## src/rtl/core/cla_pkg.sv

```systemverilog
`timescale 1ns / 1ps

package cla_pkg;

	localparam int CHUNK_BYTES = 20480;
	localparam int MAX_CHUNKS  = 16;

	localparam int CHUNK_W  = 5;
	localparam int FILL_W   = 15;
	localparam int TOTAL_W  = 19;
	localparam int LEN_W    = 16;
	localparam int TIME_W   = 32;
	localparam int CFG_W    = 19;

	typedef enum logic [1:0] {
		MODE_BEGIN  = 2'd0,
		MODE_EVENT  = 2'd1,
		MODE_MARKER = 2'd2
	} mode_t;

	typedef enum logic [2:0] {
		ST_OK       = 3'd0,
		ST_IDLE     = 3'd1,
		ST_FULL     = 3'd2,
		ST_BAD_LEN  = 3'd3,
		ST_RESERVE  = 3'd4
	} status_t;

	typedef enum logic [0:0] {
		CFG_CHUNKS  = 1'b0,
		CFG_RESERVE = 1'b1
	} cfg_idx_t;

	typedef struct packed {
		logic [1:0]        mode;
		logic [LEN_W-1:0]  line_length;
		logic [TIME_W-1:0] now_ms;
	} in_item_t;

	typedef struct packed {
		status_t           status;
		logic [3:0]        chunk_index;
		logic [FILL_W-1:0] write_offset;
		logic [31:0]       lines_stored;
		logic [TIME_W-1:0] covered_ms;
	} out_item_t;

	// allocator state; only the current chunk's fill is held, later chunks are empty
	typedef struct packed {
		logic [CHUNK_W-1:0] cur_chunk;
		logic [FILL_W-1:0]  cur_fill;
		logic [TOTAL_W-1:0] total_fill;
		logic [TIME_W-1:0]  start_time;
		logic [TIME_W-1:0]  last_time;
		logic [31:0]        line_total;
	} alloc_st_t;

endpackage

```

## src/rtl/core/cla_step.sv

```systemverilog
`timescale 1ns / 1ps

module cla_step import cla_pkg::*; (
	input  alloc_st_t          st,
	input  logic [CHUNK_W-1:0] chunks_present,
	input  logic [CFG_W-1:0]   reserve_bytes,
	input  in_item_t           item,
	output alloc_st_t          st_nxt,
	output out_item_t          res
);

	logic [CHUNK_W-1:0] cnt;
	logic [CHUNK_W-1:0] adv;
	logic [19:0]        cap;
	logic [19:0]        used;
	logic [19:0]        free_b;
	logic [16:0]        fill_sum;
	logic               is_begin;
	logic               is_event;
	logic               bad_len;
	logic               fits;
	logic               drop;
	logic [FILL_W-1:0]  offs;
	logic [CHUNK_W-1:0] tgt;
	status_t            stat;

	assign is_begin = (item.mode == MODE_BEGIN);
	assign is_event = (item.mode == MODE_EVENT);
	assign cnt      = (chunks_present > CHUNK_W'(MAX_CHUNKS)) ? CHUNK_W'(MAX_CHUNKS)
	                                                          : chunks_present;
	assign adv      = st.cur_chunk + CHUNK_W'(1);
	assign cap      = 20'(cnt * CHUNK_BYTES);
	assign used     = {1'b0, st.total_fill};
	assign free_b   = (cap > used) ? (cap - used) : '0;
	assign drop     = is_event && (free_b < {1'b0, reserve_bytes});
	assign bad_len  = (item.line_length == '0) || (item.line_length > LEN_W'(CHUNK_BYTES));
	assign fill_sum = {2'b0, st.cur_fill} + {1'b0, item.line_length};
	assign fits     = (fill_sum <= 17'(CHUNK_BYTES));
	assign tgt      = fits ? st.cur_chunk : adv;
	assign offs     = fits ? st.cur_fill : '0;

	always_comb begin
		st_nxt = st;
		stat   = ST_OK;
		priority if (is_begin) begin
			st_nxt.cur_chunk  = '0;
			st_nxt.cur_fill   = '0;
			st_nxt.total_fill = '0;
			st_nxt.line_total = '0;
			st_nxt.last_time  = '0;
			st_nxt.start_time = (item.now_ms == '0) ? TIME_W'(1) : item.now_ms;
		end else if (cnt == '0 || st.start_time == '0) begin
			stat = ST_IDLE;
		end else if (st.cur_chunk >= cnt) begin
			stat = ST_FULL;
		end else if (bad_len) begin
			stat = ST_BAD_LEN;
		end else if (drop) begin
			stat = ST_RESERVE;
		end else if (!fits && adv >= cnt) begin
			// overflow past the last chunk: stays full until the next begin
			stat             = ST_FULL;
			st_nxt.cur_chunk = adv;
			st_nxt.cur_fill  = '0;
		end else begin
			st_nxt.cur_chunk  = tgt;
			st_nxt.cur_fill   = offs + FILL_W'(item.line_length);
			st_nxt.total_fill = st.total_fill + TOTAL_W'(item.line_length);
			st_nxt.line_total = st.line_total + 32'd1;
			if (is_event) begin
				st_nxt.last_time = item.now_ms;
			end
		end
	end

	always_comb begin
		res              = '0;
		res.status       = stat;
		res.lines_stored = st_nxt.line_total;
		if (stat == ST_OK && !is_begin) begin
			res.chunk_index  = tgt[3:0];
			res.write_offset = offs;
		end
		if (st_nxt.last_time != '0 && st_nxt.start_time != '0
		    && st_nxt.last_time >= st_nxt.start_time) begin
			res.covered_ms = st_nxt.last_time - st_nxt.start_time;
		end
	end

endmodule

```

## src/rtl/core/chunked_log_write_allocator.sv

```systemverilog
`timescale 1ns / 1ps

// channel | direction | handshake           | payload
// in      | in        | in_valid / in_ready | in_data (in_item_t)
// out     | out       | out_valid/out_ready | out_data (out_item_t)
// cfg     | in        | cfg_we              | cfg_index, cfg_data
//
// One word per cycle while out_ready holds; words pass item_s1, then res_s2.
// The rate is set by the state update loop through cla_step and st_q.
// arst_n clears the allocator state and both valid flags; reserve resets to 1024.
// A stalled result register holds the input register, which then stalls in_ready.

module chunked_log_write_allocator import cla_pkg::*; (
	input  logic             clk,
	input  logic             arst_n,
	input  logic             in_valid,
	output logic             in_ready,
	input  in_item_t         in_data,
	output logic             out_valid,
	input  logic             out_ready,
	output out_item_t        out_data,
	input  logic             cfg_we,
	input  logic [0:0]       cfg_index,
	input  logic [CFG_W-1:0] cfg_data
);

	logic [CHUNK_W-1:0] chunks_q;
	logic [CFG_W-1:0]   reserve_q;
	alloc_st_t          st_q;
	alloc_st_t          st_nxt;
	in_item_t           item_s1;
	logic               vld_s1;
	out_item_t          res;
	out_item_t          res_s2;
	logic               vld_s2;
	logic               adv_s1;

	assign adv_s1    = vld_s1 && (!vld_s2 || out_ready);
	assign in_ready  = !vld_s1 || adv_s1;
	assign out_valid = vld_s2;
	assign out_data  = res_s2;

	always_ff @(posedge clk or negedge arst_n) begin
		if (!arst_n) begin
			chunks_q  <= '0;
			reserve_q <= CFG_W'(1024);
		end else if (cfg_we) begin
			unique case (cfg_index)
				CFG_CHUNKS:  chunks_q  <= cfg_data[CHUNK_W-1:0];
				CFG_RESERVE: reserve_q <= cfg_data;
				default:     ;
			endcase
		end
	end

	cla_step u_step (
		.st             (st_q),
		.chunks_present (chunks_q),
		.reserve_bytes  (reserve_q),
		.item           (item_s1),
		.st_nxt         (st_nxt),
		.res            (res)
	);

	always_ff @(posedge clk or negedge arst_n) begin
		if (!arst_n) begin
			vld_s1 <= 1'b0;
			vld_s2 <= 1'b0;
			st_q   <= '0;
		end else begin
			if (in_ready) begin
				vld_s1 <= in_valid;
			end
			if (adv_s1) begin
				vld_s2 <= 1'b1;
				st_q   <= st_nxt;
			end else if (out_ready) begin
				vld_s2 <= 1'b0;
			end
		end
	end

	always_ff @(posedge clk) begin
		if (in_ready && in_valid) begin
			item_s1 <= in_data;
		end
		if (adv_s1) begin
			res_s2 <= res;
		end
	end

endmodule

```

## config.mk

```make
export PLATFORM = sky130hd
export DESIGN_NAME = chunked_log_write_allocator
export DESIGN_NICKNAME = d
export VERILOG_FILES = /design/src/rtl/core/cla_pkg.sv /design/src/rtl/core/cla_step.sv /design/src/rtl/core/chunked_log_write_allocator.sv
export SDC_FILE = /design/constraint.sdc
export NUM_CORES = 1
export LEC_CHECK = 0
export ABC_AREA = 1
export BUFFER_PORTS_ARGS = -buffer_cell sky130_fd_sc_hd__buf_2
export CELL_PAD_IN_SITES_DETAIL_PLACEMENT = 0
export CELL_PAD_IN_SITES_GLOBAL_PLACEMENT = 1
export CORE_AREA = 4 4 221 223
export CTS_CLUSTER_DIAMETER = 50
export DETAILED_ROUTE_END_ITERATION = 6
export DIE_AREA = 0 0 225 227
export PLACE_DENSITY = 0.68
export RECOVER_POWER = 100
export SYNTH_ARGS = -nofsm -noshare
export SYNTH_HDL_FRONTEND = slang
export SYNTH_SLANG_ARGS = --single-unit
```

## constraint.sdc

```tcl
create_clock -name clk -period 17.1 [get_ports clk]
set_clock_uncertainty 0.05 [all_clocks]
set_input_delay 0.855 -clock clk [delete_from_list [all_inputs] [get_ports clk]]
set_output_delay 0.855 -clock clk [all_outputs]
set_load 0.01 [all_outputs]
```

== After elaboration in Yosys (flattened, before gate mapping) ==
Index checks and enable logic that the tools add are counted.

* Add/subtract/negate cells: 7
* $mul: 1
* Order comparisons: 8
* Equality and inequality tests: 7
* Mux-type cells: 28
* Bitwise gates (word level): 1
* Reductions and logical operators: 29

{| class="wikitable"
|+ Operator list
! kind !! count
|-
| $mux W64 || 6
|-
| $mux W39 || 5
|-
| $mux W32 || 3
|-
| $logic_not A32 Y1 || 2
|-
| $reduce_bool A32 Y1 || 2
|-
| $mux W20 || 2
|-
| $add A32 B1 Y32 const B || 1
|-
| $ge A32 B32 Y1 || 1
|-
| $sub A32 B32 Y32 || 1
|-
| $gt A20 B19 Y1 || 1
|-
| $lt A20 B19 Y1 || 1
|-
| $sub A20 B19 Y20 || 1
|-
| $add A19 B16 Y19 || 1
|-
| $mux W19 || 1
|-
| $add A15 B16 Y17 || 1
|-
| $le A17 B15 Y1 const B || 1
|-
| $gt A16 B15 Y1 const B || 1
|-
| $logic_not A16 Y1 || 1
|-
| $add A15 B15 Y15 || 1
|-
| $mux W15 || 1
|-
| $mux W3 || 5
|-
| $reduce_and A6 Y1 || 2
|-
| $ge A5 B5 Y1 || 2
|-
| $mux W5 || 2
|-
| other kinds (18) || 36
|}

* Bits in registers: 297
* Input bits: 75
* Output and inout bits: 88
* Logic and storage cells: 100

== Longest topological paths before layout ==
* Depth after elaboration: 15
* Mapped depth: 46
* Gate-level depth less buffers: 44

== By module ==
From an unflattened synthesis, not the netlist that was laid out.

* Cell total of the unflattened synthesis: 2,668
* Area, all modules: 20,115.5 µm²

{| class="wikitable"
|+ By module, submodules not included
! module !! times used !! cells each !! area an instance (µm²) !! sequential area each (µm²)
|-
| chunked_log_write_allocator || 1 || 832 || 10,458.8 || 8,114.0
|-
| cla_step || 1 || 1,836 || 9,656.8 || 0.0
|}

== Worst setup path after synthesis ==
No wires, ideal clock.

* Path type: register to register
* Start: reg chunks_q[0]
* End: reg res_s2, in the netlist out_data[28] (data pin)
* Library setup time: 252 ps
* Arrival: 6,970 ps
* Required time: 16,798 ps
* Setup slack: 9,828 ps
* Cell stages (with the launch flop): 44
* Buffers on the path: 2
* Clock period less this slack: 7,272 ps
* Cells stage by stage: dfrtp_1 -> nor4_1 -> o21ai_0 -> inv_1 -> ha_1 -> fa_1 -> xor2_1 -> ha_1 -> nand2_1 -> inv_1 -> a21boi_0 -> nand2_1 -> nand2_1 -> clkbuf_1 -> nor2_1 -> ha_1 -> nand2_1 -> o21ai_0 -> [... 8 more ...] -> inv_1 -> fa_1 -> nand3_1 -> nand2_1 -> nand2_1 -> nand2_1 -> nand2_1 -> nand2_1 -> a21boi_0 -> inv_1 -> a21oi_1 -> o21ai_0 -> a21boi_0 -> o21ai_0 -> a21oi_1 -> xnor2_1 -> inv_1 -> nor2_2

* Word-level cells in the longest chain between the ends: 15
* Elaborated cells between the ends (all ways): 24
* Classes of those cells: add/sub: 2; mul: 1; order compare: 6; mux: 8; reduce/logical: 7

{| class="wikitable"
|+ RTL lines
! what !! line !! RTL
|-
| start, declared || chunked_log_write_allocator.sv:27 || <nowiki>logic [CHUNK_W-1:0] chunks_q;</nowiki>
|-
| start signal, assigned || chunked_log_write_allocator.sv:49 || <nowiki>CFG_CHUNKS: chunks_q <= cfg_data[CHUNK_W-1:0];</nowiki>
|-
| $gt A5 B5 Y1 || cla_step.sv:29 || <nowiki>assign cnt = (chunks_present > CHUNK_W'(MAX_CHUNKS)) ? CHUNK_W'(MAX_CHUNKS)</nowiki>
|-
| $mux W5 (*) || cla_step.sv:29 ||
|-
| $mul A5 B3 Y8 || cla_step.sv:32 || <nowiki>assign cap = 20'(cnt * CHUNK_BYTES);</nowiki>
|-
| $sub A20 B19 Y20 or $gt A20 B19 Y1 (tied branches) || cla_step.sv:34 || <nowiki>assign free_b = (cap > used) ? (cap - used) : '0;</nowiki>
|-
| $mux W20 || cla_step.sv:34 ||
|-
| $lt A20 B19 Y1 || cla_step.sv:35 || <nowiki>assign drop = is_event && (free_b < {1'b0, reserve_bytes});</nowiki>
|-
| $logic_and A1 B1 Y1 || cla_step.sv:35 ||
|-
| $mux W64 || cla_step.sv:58 || <nowiki>end else if (drop) begin</nowiki>
|-
| $mux W64 || cla_step.sv:56 || <nowiki>end else if (bad_len) begin</nowiki>
|-
| $mux W64 || cla_step.sv:54 || <nowiki>end else if (st.cur_chunk >= cnt) begin</nowiki>
|-
| $mux W64 (*) || cla_step.sv:52 || <nowiki>end else if (cnt == '0 || st.start_time == '0) begin</nowiki>
|-
| $mux W64 (*) || cla_step.sv:45 || <nowiki>priority if (is_begin) begin</nowiki>
|-
| parallel branches: the longest is 3 deep, another holds $ge A32 B32 Y1 || - ||
|-
| end signal, assigned || chunked_log_write_allocator.sv:88 || <nowiki>res_s2 <= res;</nowiki>
|-
| end, declared || chunked_log_write_allocator.sv:34 || <nowiki>out_item_t res_s2;</nowiki>
|}

Mark *: on every way between the ends.
A chain may end at the register's enable or synchronous reset.

==> results.sh <==
export IMPL_fin_cells=3118
export IMPL_yosysUniqueCellTypes=56
export IMPL_wl_um=52400
export IMPL_cp_startpoint="chunks_q[0]$_DFFE_PN0P_"
export IMPL_cts_hold_buf=0
export IMPL_start_util_pct=40.0
export IMPL_clockBufferDepth=3
export IMPL_path_common_cell="nand2_1"
export IMPL_grtUsageTotal_pct=20.4
export IMPL_root_buffer="clkbuf_16"
export IMPL_dpl_cell_area_um2=20000
export IMPL_antenna_found_initial=1
export IMPL_cts_repair_resized=0
export IMPL_regToRegSetupSlack_ps=5480
export IMPL_peakVddDrop_v=0.000111
export IMPL_io_pins=163
export IMPL_wl_per_cell_um=16.8
export IMPL_path_clk_slew_ps=60
export IMPL_critical_path_class="register to register"
export IMPL_post_cts_setup_buffers=0
export IMPL_status="finished, violations left"
export IMPL_timing_rr_start="chunks_q[0]$_DFFE_PN0P_"
export IMPL_ys_warnings_count=0
export IMPL_hold_viol=0
export IMPL_cts_htree_levels=2
export IMPL_min_period_over_period_pct=68.0
export IMPL_die_x_um=225
export IMPL_max_freq_mhz=86.1
export IMPL_worstSkewPairLatency_ps=570
export IMPL_synth_edf_count=136
export IMPL_dr_first_iter_drc_count=948
export IMPL_cp_depth=41
export IMPL_grt_pass1_vias=15512
export IMPL_dpl_hpwl_um=39100
export IMPL_syn_area_per_cell_um2=8.02
export IMPL_worst_pin_slew_ps=5180
export IMPL_crit_end="out_data[0]$_SDFFCE_PN0P_"
export IMPL_critical_path_buf_inv_count=5
export IMPL_numCtsBuffers=44
export IMPL_dieHeight_um=227
export IMPL_setup_violations=0
export IMPL_critPathRequiredTime_ps=17310
export IMPL_final_nets=2675
export IMPL_portBuffers=162
export IMPL_crit_slowest_cell="nand3_1"
export IMPL_p_per_area_nw_per_um2=183
export IMPL_min_path_type="input pin to register"
export IMPL_syn_to_final_growth_pct=14.0
export IMPL_p_leak_uw=0.0103
export IMPL_reg2regPathDepth=41
export IMPL_async_flop_share_pct=54.2
export IMPL_final_common_cell="nand2_1"
export IMPL_ys_flop_type="dfrtp_1"
export IMPL_vias_per_cell=5.04
export IMPL_timing_hold_ws_ps=408
export IMPL_grt_max_degree=91
export IMPL_cts_tree="built"
export IMPL_dr_total_vias=15714
export IMPL_syn_area_um2=18600
export IMPL_cts_sinks=297
export IMPL_syn_instance_count=2323
export IMPL_start_kind="register"
export IMPL_layout_common_cells="461 x nand2_1, 386 x inv_1, 213 x nor2_1, 180 x o21ai_0, 160 x dfrtp_1"
export IMPL_r2r_end="out_data[0]$_SDFFCE_PN0P_"
export IMPL_crit_fanout=41
export IMPL_core_area_um2=46600
export IMPL_ant_nets=0
export IMPL_ys_seq_area_share_pct=43.6
export IMPL_endpoint_kind="register"
export IMPL_arrival_ps=11830
export IMPL_dr_pass1_iters=5
export IMPL_dp_cells=3036
export IMPL_grt_ovfl_total=0
export IMPL_drv_cap=10
export IMPL_drive_above_1_share_pct=7.69
export IMPL_grt_pass1_wl_um=83500
export IMPL_rows=79
export IMPL_fin_area_um2=21200
export IMPL_place_congestion=0.846
export IMPL_fin_tns_setup_ps=0
export IMPL_syn_nets=2523
export IMPL_cpPeakStageDelay_ps=1560
export IMPL_rsz0062_at_grt="false"
export IMPL_crit_family="simple AND/OR/NAND/NOR gates"
export IMPL_period_minus_slack_ps=11620
export IMPL_synth_ff_latch_count=297
export IMPL_die_area_um2=51100
export IMPL_drc_errors=0
export IMPL_violations="capacitance limit, slew limit"
export IMPL_slew_limit_headroom_pct=-245
export IMPL_slew_viol_final=588
==> worst min path at each step <==
stage / start / endpoint / cells past startpoint
global route: in_data[14] / item_s1[14]$_DFFE_PP_ / 1
floorplan: reserve_q[1]$_DFFE_PN0P_ / reserve_q[1]$_DFFE_PN0P_ / 2
finish: in_data[28] / item_s1[28]$_DFFE_PP_ / 1
detailed placement: st_q[52]$_DFFE_PN0P_ / st_q[52]$_DFFE_PN0P_ / 2
global placement: st_q[62]$_DFFE_PN0P_ / st_q[62]$_DFFE_PN0P_ / 2
CTS: arst_n / st_q[116]$_DFFE_PN0P_ / 1
==> metrics by stage <==
stage	setup WS, ps	total power (uW)	utilization, %
3_5_place_dp	8400	2980	42.9
4_1_cts	8400	3940	46.1
5_1_grt	4250	4240	45.6
2_1_floorplan	9830	2500	-
6_report	5480	3890	45.6
3_3_place_gp	8660	2970	42.9
==> cells in the mapped netlist, types with 3 or more instances <==
cell,count,area (um^2)
nand3_1,94,470
o31ai_1,3,22.5
xor2_1,45,394
o211ai_1,6,45.0
o21a_1,6,45.0
nor3_2,3,30.0
a211oi_1,4,30.0
o21ai_0,174,871
nand2_1,458,1720
nor2_1,212,796
and2_1,5,31.3
buf_2,9,45.0
a21o_1,4,30.0
inv_1,383,1440
o21ai_1,7,35.0
edfxtp_1,136,4080
a31oi_1,10,62.6
o22ai_1,14,87.6
nand3_2,5,50.1
xnor2_1,26,228
o21bai_1,7,52.6
nor3_1,45,225
buf_1,7,26.3
dfrtp_1,160,4000
nor4_1,27,169
nand4_1,62,388
nor3b_1,3,22.5
fa_1,5,100
nand4_2,3,37.5
ha_1,120,1500
a21boi_0,5,37.5
clkbuf_1,39,146
nor2_2,35,219
inv_2,5,18.8
buf_6,8,90.1
a21oi_1,158,791
nand3b_1,3,22.5
==> power breakdown <==
| part | total, uW | leakage [uW] | switching, uW | internal (uW) |
|---|---|---|---|---|
| Combinational | 1860 | 0.00619 | 1220 | 632 |
| Sequential | 1100 | 0.00343 | 125 | 976 |
| Clock | 935 | 0.000723 | 370 | 565 |
| Total | 3890 | 0.0103 | 1720 | 2170 |
==> final cells by class <==
type | count | area, um^2
diodes | 1 | 2.50
clock inverters | 34 | 390
multi-input cells | 1571 | 8640
clock buffers | 47 | 1120
repair buffers | 171 | 733
inverters | 390 | 1470
fillers | 4619 | 25300
well taps | 607 | 759
flip-flops and latches | 297 | 8110
==> cell families (layout without fill, tap and decap cells) <==
group | Yosys count | in the layout | share of synthesized area [%]
simple gates | 968 | 968 | 23.1
fa+ha+maj | 125 | 125 | 8.60
other cells | 0 | 1 | 0
buf+inv | 455 | 642 | 9.59
xor+xnor | 71 | 71 | 3.34
flops | 297 | 297 | 43.6
compound gates | 407 | 407 | 11.8
==> flip-flops by register name, summed over array words and instances (netlist names) <==
| register | cells |
|---|---|
| out_valid | 1 |
| st_q | 135 |
| vld_s1 | 1 |
| out_data | 86 |
| item_s1 | 50 |
| chunks_q | 5 |
| reserve_q | 19 |
==> layer usage <==
layer  part of all wire [%]  track usage, %  vias to the layer above
li1                       -               -                     7990
met1                     50            29.6                     7308
met2                     44            32.4                      350
met3                    4.5            2.90                       66
met4                    2.0            4.98                        0
met5                      0               0                        -
Power figures use the tool's default switching activity.
